[config.mk]
export PLATFORM = sky130hd
export DESIGN_NAME = rv32i_instruction_decoder_unit
export DESIGN_NICKNAME = d
export VERILOG_FILES = /design/src/hw/rtl/rvid_pkg.sv /design/src/hw/rtl/rvid_classify.sv /design/src/hw/rtl/rvid_immgen.sv /design/src/hw/rtl/rvid_target.sv /design/src/hw/rtl/rv32i_instruction_decoder_unit.sv
export SDC_FILE = /design/constraint.sdc
export NUM_CORES = 1
export LEC_CHECK = 0
export BUFFER_PORTS_ARGS = -buffer_cell sky130_fd_sc_hd__buf_4
export CAP_MARGIN = 20
export CORE_MARGIN = 2
export CORE_UTILIZATION = 40
export DETAILED_ROUTE_END_ITERATION = 8
export HOLD_SLACK_MARGIN = 0.03
export SLEW_MARGIN = 20
export SYNTH_ARGS = -nofsm -noshare
export SYNTH_HDL_FRONTEND = slang
export SYNTH_SLANG_ARGS = --single-unit
[constraint.sdc]
create_clock -name clk_i -period 3.1 [get_ports clk_i]
set_input_delay 0.155 -clock clk_i [delete_from_list [all_inputs] [get_ports clk_i]]
set_output_delay 0.155 -clock clk_i [all_outputs]
set_load 0.01 [all_outputs]
[src/hw/rtl/rvid_pkg.sv]
package rvid_pkg;

  // major opcodes
  localparam logic [6:0] OPC_LUI    = 7'h37;
  localparam logic [6:0] OPC_AUIPC  = 7'h17;
  localparam logic [6:0] OPC_JAL    = 7'h6f;
  localparam logic [6:0] OPC_JALR   = 7'h67;
  localparam logic [6:0] OPC_BRANCH = 7'h63;
  localparam logic [6:0] OPC_LOAD   = 7'h03;
  localparam logic [6:0] OPC_STORE  = 7'h23;
  localparam logic [6:0] OPC_ALUI   = 7'h13;
  localparam logic [6:0] OPC_ALUR   = 7'h33;
  localparam logic [6:0] OPC_SYSTEM = 7'h73;

  localparam logic [31:0] WORD_ECALL  = 32'h0000_0073;
  localparam logic [31:0] WORD_EBREAK = 32'h0010_0073;

  localparam logic [6:0] F7_BASE = 7'h00;
  localparam logic [6:0] F7_ALT  = 7'h20;

  // operation codes as seen on the result
  localparam logic [5:0] OP_ILLEGAL = 6'd0;
  localparam logic [5:0] OP_LUI     = 6'd1;
  localparam logic [5:0] OP_AUIPC   = 6'd2;
  localparam logic [5:0] OP_JAL     = 6'd3;
  localparam logic [5:0] OP_JALR    = 6'd4;
  localparam logic [5:0] OP_BEQ     = 6'd5;
  localparam logic [5:0] OP_BNE     = 6'd6;
  localparam logic [5:0] OP_BLT     = 6'd7;
  localparam logic [5:0] OP_BGE     = 6'd8;
  localparam logic [5:0] OP_BLTU    = 6'd9;
  localparam logic [5:0] OP_BGEU    = 6'd10;
  localparam logic [5:0] OP_LB      = 6'd11;
  localparam logic [5:0] OP_LH      = 6'd12;
  localparam logic [5:0] OP_LW      = 6'd13;
  localparam logic [5:0] OP_LBU     = 6'd14;
  localparam logic [5:0] OP_LHU     = 6'd15;
  localparam logic [5:0] OP_SB      = 6'd16;
  localparam logic [5:0] OP_SH      = 6'd17;
  localparam logic [5:0] OP_SW      = 6'd18;
  localparam logic [5:0] OP_ADDI    = 6'd19;
  localparam logic [5:0] OP_SLTI    = 6'd20;
  localparam logic [5:0] OP_SLTIU   = 6'd21;
  localparam logic [5:0] OP_XORI    = 6'd22;
  localparam logic [5:0] OP_ORI     = 6'd23;
  localparam logic [5:0] OP_ANDI    = 6'd24;
  localparam logic [5:0] OP_SLLI    = 6'd25;
  localparam logic [5:0] OP_SRLI    = 6'd26;
  localparam logic [5:0] OP_SRAI    = 6'd27;
  localparam logic [5:0] OP_ADD     = 6'd28;
  localparam logic [5:0] OP_SUB     = 6'd29;
  localparam logic [5:0] OP_SLL     = 6'd30;
  localparam logic [5:0] OP_SLT     = 6'd31;
  localparam logic [5:0] OP_SLTU    = 6'd32;
  localparam logic [5:0] OP_XOR     = 6'd33;
  localparam logic [5:0] OP_SRL     = 6'd34;
  localparam logic [5:0] OP_SRA     = 6'd35;
  localparam logic [5:0] OP_OR      = 6'd36;
  localparam logic [5:0] OP_AND     = 6'd37;
  localparam logic [5:0] OP_CSRRW   = 6'd38;
  localparam logic [5:0] OP_CSRRS   = 6'd39;
  localparam logic [5:0] OP_CSRRC   = 6'd40;
  localparam logic [5:0] OP_CSRRWI  = 6'd41;
  localparam logic [5:0] OP_CSRRSI  = 6'd42;
  localparam logic [5:0] OP_CSRRCI  = 6'd43;
  localparam logic [5:0] OP_ECALL   = 6'd44;
  localparam logic [5:0] OP_EBREAK  = 6'd45;

  typedef enum logic [2:0] {
    IMM_NONE,
    IMM_I,
    IMM_S,
    IMM_B,
    IMM_U,
    IMM_J,
    IMM_SHAMT
  } imm_fmt_e;

  typedef struct packed {
    logic [31:0] instruction_word;
    logic [31:0] pc_address;
  } req_t;

  typedef struct packed {
    logic [5:0]         operation;
    logic [4:0]         dest_reg;
    logic [4:0]         src1_reg;
    logic [4:0]         src2_reg;
    logic signed [31:0] immediate;
    logic [31:0]        target_address;
    logic [11:0]        csr_number;
  } rsp_t;

  // after classification
  typedef struct packed {
    logic [31:0] word;
    logic [31:0] pc;
    logic [5:0]  op;
    imm_fmt_e    fmt;
    logic        tgt_en;
    logic        csr_en;
  } cls_t;

  // after immediate generation
  typedef struct packed {
    logic [5:0]  op;
    logic [4:0]  rd;
    logic [4:0]  rs1;
    logic [4:0]  rs2;
    logic [31:0] imm;
    logic [31:0] pc;
    logic        tgt_en;
    logic [11:0] csr;
  } imm_t;

endpackage

[src/hw/rtl/rvid_classify.sv]
module rvid_classify (
  input  logic               clk_i,
  input  logic               rst_ni,
  input  logic               valid_i,
  output logic               ready_o,
  input  rvid_pkg::req_t     req_i,
  output logic               valid_o,
  input  logic               ready_i,
  output rvid_pkg::cls_t     cls_o
);

  logic           valid_q;
  rvid_pkg::cls_t cls_d, cls_q;
  logic [31:0]    w;
  logic [2:0]     f3;
  logic [6:0]     f7;

  function automatic logic [5:0] branch_op(input logic [2:0] f);
    case (f)
      3'd0:    return rvid_pkg::OP_BEQ;
      3'd1:    return rvid_pkg::OP_BNE;
      3'd4:    return rvid_pkg::OP_BLT;
      3'd5:    return rvid_pkg::OP_BGE;
      3'd6:    return rvid_pkg::OP_BLTU;
      3'd7:    return rvid_pkg::OP_BGEU;
      default: return rvid_pkg::OP_ILLEGAL;
    endcase
  endfunction

  function automatic logic [5:0] load_op(input logic [2:0] f);
    case (f)
      3'd0:    return rvid_pkg::OP_LB;
      3'd1:    return rvid_pkg::OP_LH;
      3'd2:    return rvid_pkg::OP_LW;
      3'd4:    return rvid_pkg::OP_LBU;
      3'd5:    return rvid_pkg::OP_LHU;
      default: return rvid_pkg::OP_ILLEGAL;
    endcase
  endfunction

  function automatic logic [5:0] store_op(input logic [2:0] f);
    case (f)
      3'd0:    return rvid_pkg::OP_SB;
      3'd1:    return rvid_pkg::OP_SH;
      3'd2:    return rvid_pkg::OP_SW;
      default: return rvid_pkg::OP_ILLEGAL;
    endcase
  endfunction

  // shifts are handled separately
  function automatic logic [5:0] alui_op(input logic [2:0] f);
    case (f)
      3'd0:    return rvid_pkg::OP_ADDI;
      3'd2:    return rvid_pkg::OP_SLTI;
      3'd3:    return rvid_pkg::OP_SLTIU;
      3'd4:    return rvid_pkg::OP_XORI;
      3'd6:    return rvid_pkg::OP_ORI;
      3'd7:    return rvid_pkg::OP_ANDI;
      default: return rvid_pkg::OP_ILLEGAL;
    endcase
  endfunction

  function automatic logic [5:0] alur_op(input logic [2:0] f);
    case (f)
      3'd0:    return rvid_pkg::OP_ADD;
      3'd1:    return rvid_pkg::OP_SLL;
      3'd2:    return rvid_pkg::OP_SLT;
      3'd3:    return rvid_pkg::OP_SLTU;
      3'd4:    return rvid_pkg::OP_XOR;
      3'd5:    return rvid_pkg::OP_SRL;
      3'd6:    return rvid_pkg::OP_OR;
      default: return rvid_pkg::OP_AND;
    endcase
  endfunction

  function automatic logic [5:0] csr_op(input logic [2:0] f);
    case (f)
      3'd1:    return rvid_pkg::OP_CSRRW;
      3'd2:    return rvid_pkg::OP_CSRRS;
      3'd3:    return rvid_pkg::OP_CSRRC;
      3'd5:    return rvid_pkg::OP_CSRRWI;
      3'd6:    return rvid_pkg::OP_CSRRSI;
      3'd7:    return rvid_pkg::OP_CSRRCI;
      default: return rvid_pkg::OP_ILLEGAL;
    endcase
  endfunction

  assign w  = req_i.instruction_word;
  assign f3 = w[14:12];
  assign f7 = w[31:25];

  always_comb begin
    cls_d.word   = w;
    cls_d.pc     = req_i.pc_address;
    cls_d.op     = rvid_pkg::OP_ILLEGAL;
    cls_d.fmt    = rvid_pkg::IMM_NONE;
    cls_d.tgt_en = 1'b0;
    cls_d.csr_en = 1'b0;
    if (w == rvid_pkg::WORD_ECALL) begin
      cls_d.op = rvid_pkg::OP_ECALL;
    end else if (w == rvid_pkg::WORD_EBREAK) begin
      cls_d.op = rvid_pkg::OP_EBREAK;
    end else begin
      case (w[6:0])
        rvid_pkg::OPC_LUI: begin
          cls_d.op  = rvid_pkg::OP_LUI;
          cls_d.fmt = rvid_pkg::IMM_U;
        end
        rvid_pkg::OPC_AUIPC: begin
          cls_d.op  = rvid_pkg::OP_AUIPC;
          cls_d.fmt = rvid_pkg::IMM_U;
        end
        rvid_pkg::OPC_JAL: begin
          cls_d.op     = rvid_pkg::OP_JAL;
          cls_d.fmt    = rvid_pkg::IMM_J;
          cls_d.tgt_en = 1'b1;
        end
        rvid_pkg::OPC_JALR: begin
          if (f3 == 3'd0) begin
            cls_d.op  = rvid_pkg::OP_JALR;
            cls_d.fmt = rvid_pkg::IMM_I;
          end
        end
        rvid_pkg::OPC_BRANCH: begin
          cls_d.op = branch_op(f3);
          if (cls_d.op != rvid_pkg::OP_ILLEGAL) begin
            cls_d.fmt    = rvid_pkg::IMM_B;
            cls_d.tgt_en = 1'b1;
          end
        end
        rvid_pkg::OPC_LOAD: begin
          cls_d.op = load_op(f3);
          if (cls_d.op != rvid_pkg::OP_ILLEGAL) cls_d.fmt = rvid_pkg::IMM_I;
        end
        rvid_pkg::OPC_STORE: begin
          cls_d.op = store_op(f3);
          if (cls_d.op != rvid_pkg::OP_ILLEGAL) cls_d.fmt = rvid_pkg::IMM_S;
        end
        rvid_pkg::OPC_ALUI: begin
          if (f3 == 3'd1) begin
            if (f7 == rvid_pkg::F7_BASE) begin
              cls_d.op  = rvid_pkg::OP_SLLI;
              cls_d.fmt = rvid_pkg::IMM_SHAMT;
            end
          end else if (f3 == 3'd5) begin
            if (f7 == rvid_pkg::F7_BASE) begin
              cls_d.op  = rvid_pkg::OP_SRLI;
              cls_d.fmt = rvid_pkg::IMM_SHAMT;
            end else if (f7 == rvid_pkg::F7_ALT) begin
              cls_d.op  = rvid_pkg::OP_SRAI;
              cls_d.fmt = rvid_pkg::IMM_SHAMT;
            end
          end else begin
            cls_d.op  = alui_op(f3);
            cls_d.fmt = rvid_pkg::IMM_I;
          end
        end
        rvid_pkg::OPC_ALUR: begin
          if (f7 == rvid_pkg::F7_BASE) begin
            cls_d.op = alur_op(f3);
          end else if (f7 == rvid_pkg::F7_ALT && f3 == 3'd0) begin
            cls_d.op = rvid_pkg::OP_SUB;
          end else if (f7 == rvid_pkg::F7_ALT && f3 == 3'd5) begin
            cls_d.op = rvid_pkg::OP_SRA;
          end
        end
        rvid_pkg::OPC_SYSTEM: begin
          cls_d.op = csr_op(f3);
          if (cls_d.op != rvid_pkg::OP_ILLEGAL) begin
            cls_d.fmt    = rvid_pkg::IMM_I;
            cls_d.csr_en = 1'b1;
          end
        end
        default: begin
          cls_d.op = rvid_pkg::OP_ILLEGAL;
        end
      endcase
    end
  end

  assign ready_o = !valid_q || ready_i;

  always_ff @(posedge clk_i or negedge rst_ni) begin
    if (!rst_ni) begin
      valid_q <= 1'b0;
    end else if (ready_o) begin
      valid_q <= valid_i;
    end
  end

  always_ff @(posedge clk_i) begin
    if (valid_i && ready_o) begin
      cls_q <= cls_d;
    end
  end

  assign valid_o = valid_q;
  assign cls_o   = cls_q;

endmodule

[src/hw/rtl/rvid_immgen.sv]
module rvid_immgen (
  input  logic           clk_i,
  input  logic           rst_ni,
  input  logic           valid_i,
  output logic           ready_o,
  input  rvid_pkg::cls_t cls_i,
  output logic           valid_o,
  input  logic           ready_i,
  output rvid_pkg::imm_t imm_o
);

  logic           valid_q;
  rvid_pkg::imm_t imm_d, imm_q;
  logic [31:0]    w;

  assign w = cls_i.word;

  always_comb begin
    imm_d.op     = cls_i.op;
    imm_d.rd     = w[11:7];
    imm_d.rs1    = w[19:15];
    imm_d.rs2    = w[24:20];
    imm_d.pc     = cls_i.pc;
    imm_d.tgt_en = cls_i.tgt_en;
    imm_d.csr    = cls_i.csr_en ? w[31:20] : 12'd0;
    case (cls_i.fmt)
      rvid_pkg::IMM_I:     imm_d.imm = {{20{w[31]}}, w[31:20]};
      rvid_pkg::IMM_S:     imm_d.imm = {{20{w[31]}}, w[31:25], w[11:7]};
      rvid_pkg::IMM_B:     imm_d.imm = {{20{w[31]}}, w[7], w[30:25], w[11:8], 1'b0};
      rvid_pkg::IMM_U:     imm_d.imm = {w[31:12], 12'd0};
      rvid_pkg::IMM_J:     imm_d.imm = {{12{w[31]}}, w[19:12], w[20], w[30:21], 1'b0};
      rvid_pkg::IMM_SHAMT: imm_d.imm = {27'd0, w[24:20]};
      default:             imm_d.imm = 32'd0;
    endcase
  end

  assign ready_o = !valid_q || ready_i;

  always_ff @(posedge clk_i or negedge rst_ni) begin
    if (!rst_ni) begin
      valid_q <= 1'b0;
    end else if (ready_o) begin
      valid_q <= valid_i;
    end
  end

  always_ff @(posedge clk_i) begin
    if (valid_i && ready_o) begin
      imm_q <= imm_d;
    end
  end

  assign valid_o = valid_q;
  assign imm_o   = imm_q;

endmodule

[src/hw/rtl/rvid_target.sv]
module rvid_target (
  input  logic           clk_i,
  input  logic           rst_ni,
  input  logic           valid_i,
  output logic           ready_o,
  input  rvid_pkg::imm_t imm_i,
  output logic           valid_o,
  input  logic           ready_i,
  output rvid_pkg::rsp_t rsp_o
);

  logic           valid_q;
  rvid_pkg::rsp_t rsp_d, rsp_q;

  always_comb begin
    rsp_d.operation      = imm_i.op;
    rsp_d.dest_reg       = imm_i.rd;
    rsp_d.src1_reg       = imm_i.rs1;
    rsp_d.src2_reg       = imm_i.rs2;
    rsp_d.immediate      = imm_i.imm;
    rsp_d.csr_number     = imm_i.csr;
    // wraps modulo 2^32
    rsp_d.target_address = imm_i.tgt_en ? (imm_i.pc + imm_i.imm) : 32'd0;
  end

  assign ready_o = !valid_q || ready_i;

  always_ff @(posedge clk_i or negedge rst_ni) begin
    if (!rst_ni) begin
      valid_q <= 1'b0;
    end else if (ready_o) begin
      valid_q <= valid_i;
    end
  end

  always_ff @(posedge clk_i) begin
    if (valid_i && ready_o) begin
      rsp_q <= rsp_d;
    end
  end

  assign valid_o = valid_q;
  assign rsp_o   = rsp_q;

endmodule

[src/hw/rtl/rv32i_instruction_decoder_unit.sv]
// rv32i instruction decoder
// request channel: in_valid_i / in_ready_o carry the instruction word and
// its fetch address (in_req_i). response channel: out_valid_o / out_ready_i
// carry the operation code, register fields, immediate, branch or jal
// target and csr number (out_rsp_o). operation 0 marks an illegal word.
// three register stages: classify (opcode, funct3, funct7), immediate
// generation, then the 32-bit target add feeding the output register.
// an accepted request moves through the classify, immediate and target
// registers in that order; out_valid_o comes from the target register.
// throughput is one request per cycle while the receiver does not stall;
// every stage takes a new request in the same cycle its own contents leave.
// when out_ready_i is low the output holds and the stall ripples back one
// stage per occupied register; up to three requests are held, none are
// lost or repeated.
// reset clears all stage valid bits; the block accepts requests in the
// first cycle after reset is released.
module rv32i_instruction_decoder_unit (
  input  logic           clk_i,
  input  logic           rst_ni,
  input  logic           in_valid_i,
  output logic           in_ready_o,
  input  rvid_pkg::req_t in_req_i,
  output logic           out_valid_o,
  input  logic           out_ready_i,
  output rvid_pkg::rsp_t out_rsp_o
);

  logic           cls_valid, cls_ready;
  rvid_pkg::cls_t cls;
  logic           imm_valid, imm_ready;
  rvid_pkg::imm_t imm;

  rvid_classify u_classify (
    .clk_i   (clk_i),
    .rst_ni  (rst_ni),
    .valid_i (in_valid_i),
    .ready_o (in_ready_o),
    .req_i   (in_req_i),
    .valid_o (cls_valid),
    .ready_i (cls_ready),
    .cls_o   (cls)
  );

  rvid_immgen u_immgen (
    .clk_i   (clk_i),
    .rst_ni  (rst_ni),
    .valid_i (cls_valid),
    .ready_o (cls_ready),
    .cls_i   (cls),
    .valid_o (imm_valid),
    .ready_i (imm_ready),
    .imm_o   (imm)
  );

  rvid_target u_target (
    .clk_i   (clk_i),
    .rst_ni  (rst_ni),
    .valid_i (imm_valid),
    .ready_o (imm_ready),
    .imm_i   (imm),
    .valid_o (out_valid_o),
    .ready_i (out_ready_i),
    .rsp_o   (out_rsp_o)
  );

endmodule

==> results.sh <==
export IMPL_crit_reg2reg_launch="u_immgen.imm_o[45]"
export IMPL_grt_pass1_wl_um=40300
export IMPL_cp_cell_sequence="ha_1 -> inv_1 -> fa_1 -> nand2b_1 -> a21o_1 -> a31oi_2 -> a21oi_4 -> o21ai_1 -> a311oi_2 -> mux2i_1"
export IMPL_antenna_cells=0
export IMPL_synth_most_common_cell="edfxtp_1"
export IMPL_switching_share=0.251
export IMPL_totalWireLength_um=27100
export IMPL_antenna_found_initial=0
export IMPL_drc=0
export IMPL_dr_pass1_iters=5
export IMPL_ios=167
export IMPL_cp_startpoint="u_immgen.imm_o[45]"
export IMPL_clock_sinks=266
export IMPL_dpl_cell_area_um2=13000
export IMPL_power_frac_clock=0.357
export IMPL_whs_endpoint="u_classify.cls_o[3]"
export IMPL_tightest_slew_ns=0.807
export IMPL_hold_class="input pin to register"
export IMPL_synth_seq_cells=266
export IMPL_grt_ovfl_total=0
export IMPL_slew_headroom=0.458
export IMPL_rsz0062_at_grt="no"
export IMPL_hold_viol=0
export IMPL_synth_top_family_by_area="simple AND/OR/NAND/NOR gates"
export IMPL_yosysWarningCount=0
export IMPL_synthCells=791
export IMPL_clock_root_buffer="clkbuf_16"
export IMPL_rr_worst_depth=10
export IMPL_yosys_area_top_type_share=0.697
export IMPL_synth_mux_area_frac=0.00905
export IMPL_crit_slowest_cell="fa_1"
export IMPL_syn_area_um2=11300
export IMPL_post_cts_resize_count=0
export IMPL_fp_dieArea_um2=29700
export IMPL_intPower_uw=7170
export IMPL_syn_area_per_cell_um2=14.3
export IMPL_synth_cell_types=72
export IMPL_slowest_delay_ns=0.37
export IMPL_synth_top_cells_by_area="edfxtp_1, ha_1, and2_1"
export IMPL_first_global_vias=7074
export IMPL_regArea_um2=7970
export IMPL_htreeDepth=1
export IMPL_skew_ns=0.0142
export IMPL_cts_buffer_depth=3
export IMPL_finalCritPeriodShare=0.852
export IMPL_power_frac_seq=0.480
export IMPL_yosys_most_used_dff="edfxtp_1"
export IMPL_report_final_slew_viol_count=0
export IMPL_async_flop_share=0.0113
export IMPL_yosys_area_top_type="edfxtp_1"
export IMPL_grt_start_max_net_pins=98
export IMPL_p_comb_frac=0.163
export IMPL_power_switching_uw=2410
export IMPL_rows=61
export IMPL_vias=7282
export IMPL_status="finished, final reports clean"
export IMPL_synth_xor_area_frac=0.0193
export IMPL_synth_compound_area_frac=0.105
export IMPL_vias_per_cell=5.12
export IMPL_total_power_uw=9580
export IMPL_fill_cells=2369
export IMPL_synthTopCellsByCount="edfxtp_1, a21oi_1, and2_1"
export IMPL_critPathRequiredTime_ns=3.38
export IMPL_dr_first_iter_drc_count=470
export IMPL_clk_pin_slew_ns=0.06
export IMPL_r2r_slack_ns=0.46
export IMPL_end_kind="register"
export IMPL_cts_made_buffers=28
export IMPL_synth_net_count=891
export IMPL_coreArea_um2=27900
export IMPL_drive_above_1_share=0.229
export IMPL_final_min_clock_period_ns=2.64
export IMPL_multi_input_area_um2=3170
export IMPL_synthSimpleGateAreaFrac=0.109
export IMPL_max_cap_violations=0
export IMPL_routedWlPerCell_um=19.1
export IMPL_path_max_fanout=4
export IMPL_timing_fmax_mhz=379
export IMPL_p_leak_uw=0.00566
export IMPL_finalSetupViolations=0
export IMPL_clk_latency_ns=0.53
export IMPL_regToRegEndpoint="u_target.rsp_o[40]"
export IMPL_die_y_um=172
export IMPL_dp_hpwl_um=19100
export IMPL_ys_seq_area_frac=0.704
export IMPL_critical_path_arrival_ns=2.92
export IMPL_crit_type="register to register"
export IMPL_min_from="in_req_i[37]"
export IMPL_powerDensity_nw_per_um2=657
export IMPL_hold_depth=3
export IMPL_synthAdderAreaFrac=0.0360
export IMPL_place_gp_congestion=0.906
export IMPL_fin_area_um2=14600
export IMPL_post_cts_buffers=0
export IMPL_dieWidth_um=172
export IMPL_globalRouteTotalUtil=0.181
export IMPL_finalSetupTns_ns=0
export IMPL_antenna_left=0
export IMPL_nNetsFinal=1123
export IMPL_cts_tree="yes"
export IMPL_area_growth_pct=28.7
export IMPL_io_buffers=166
export IMPL_start_util=0.407
export IMPL_peakVddDrop_uv=383
export IMPL_synth_edf_count=263
export IMPL_cp_start_kind="register"
==> metal layers <==
metal | share of wire | wire [um] | track usage
met5 | 0 | 0 | 0
met4 | 0.018 | 494 | 0.0464
met3 | 0.056 | 1510 | 0.0256
met2 | 0.49 | 13300 | 0.305
met1 | 0.44 | 11800 | 0.247
==> flip-flops by register name (all words and copies together), names as in the netlist <==
signal / count
u_classify.cls_o: 68
u_target.valid_o: 1
u_immgen.valid_o: 1
u_classify.valid_o: 1
u_target.rsp_o: 97
u_immgen.imm_o: 98
==> critical path: cells and delay by family, from the launching register on <==
kind,cells,cell delay [ns]
adders and majority gates,2,0.54
AOI/OAI and AO/OA,5,1.11
buffers and inverters,1,0.06
DFF,1,0.35
muxes,1,0.13
and+or+nand+nor,1,0.21
==> cell usage in the layout (no fill, tap or decap), types with 7 or more instances in the layout <==
cell type	count
and3_1	10
o21bai_1	7
xnor2_1	12
nand2_1	43
o21ai_0	37
dlygate4sd3_1	62
nand3_1	25
xor2_1	13
or3_1	8
nand2b_1	15
buf_4	170
nor2b_1	14
edfxtp_1	263
nor3_1	17
a21oi_1	52
mux2i_1	8
inv_1	11
a21o_1	35
and2_1	43
clkbuf_16	29
nor2_1	33
ha_1	31
==> layout make-up <==
| class | count | share of cell area |
|---|---|---|
| tap | 378 | 0.0324 |
| sequential | 266 | 0.547 |
| multi-input combinational | 479 | 0.217 |
| clock buffer | 30 | 0.0500 |
| timing repair buffer | 235 | 0.134 |
| inverter | 13 | 0.00335 |
| clock inverter | 22 | 0.0163 |
==> cells by family (layout without fill, tap and decap cells) <==
logic type                 Yosys count  in the layout
AOI/OAI and AO/OA                  180            180
xor gates and xnor gates            25             25
adders and majority gates           32             32
buffers and inverters               46            300
DFF                                266            266
muxes                               10             10
and+or+nand+nor                    232            232
==> through the flow <==
step,std cells,hold WS (ns),utilization,setup WS [ns]
3_5_place_dp,1309,-0.0530,0.467,0.460
2_1_floorplan,791,-0.141,-,0.320
3_3_place_gp,1309,-0.0543,0.467,0.440
5_1_grt,1423,0.103,0.524,0.299
4_1_cts,1423,0.0535,0.524,0.447
6_report,1423,0.0822,0.524,0.460
==> power groups by stage <==
stage          clock network [uW]  registers [uW]  logic (uW)
5_1_grt                      3640            4630        1720
3_3_place_gp                    0            4680        1500
3_5_place_dp                    0            4680        1490
6_report                     3420            4600        1560
4_1_cts                      3500            4610        1560
2_1_floorplan                   0            4690         838
==> worst max path at each step <==
stage	end	slack [ns]	depth (start not counted)
floorplan	u_classify.cls_o[0]	0.32	3
global route	u_target.rsp_o[40]	0.30	10
detailed placement	u_target.rsp_o[40]	0.46	10
global placement	u_target.rsp_o[37]	0.44	8
CTS	u_target.rsp_o[40]	0.45	10
finish	u_target.rsp_o[40]	0.46	10
==> timing repair <==
action | CTS | global route
endpoints found under the setup margin | 0 | 0
hold endpoints to repair | 63 | 0
hold buffers | 62 | 0
Note: power is estimated with default switching activity, not from simulation.
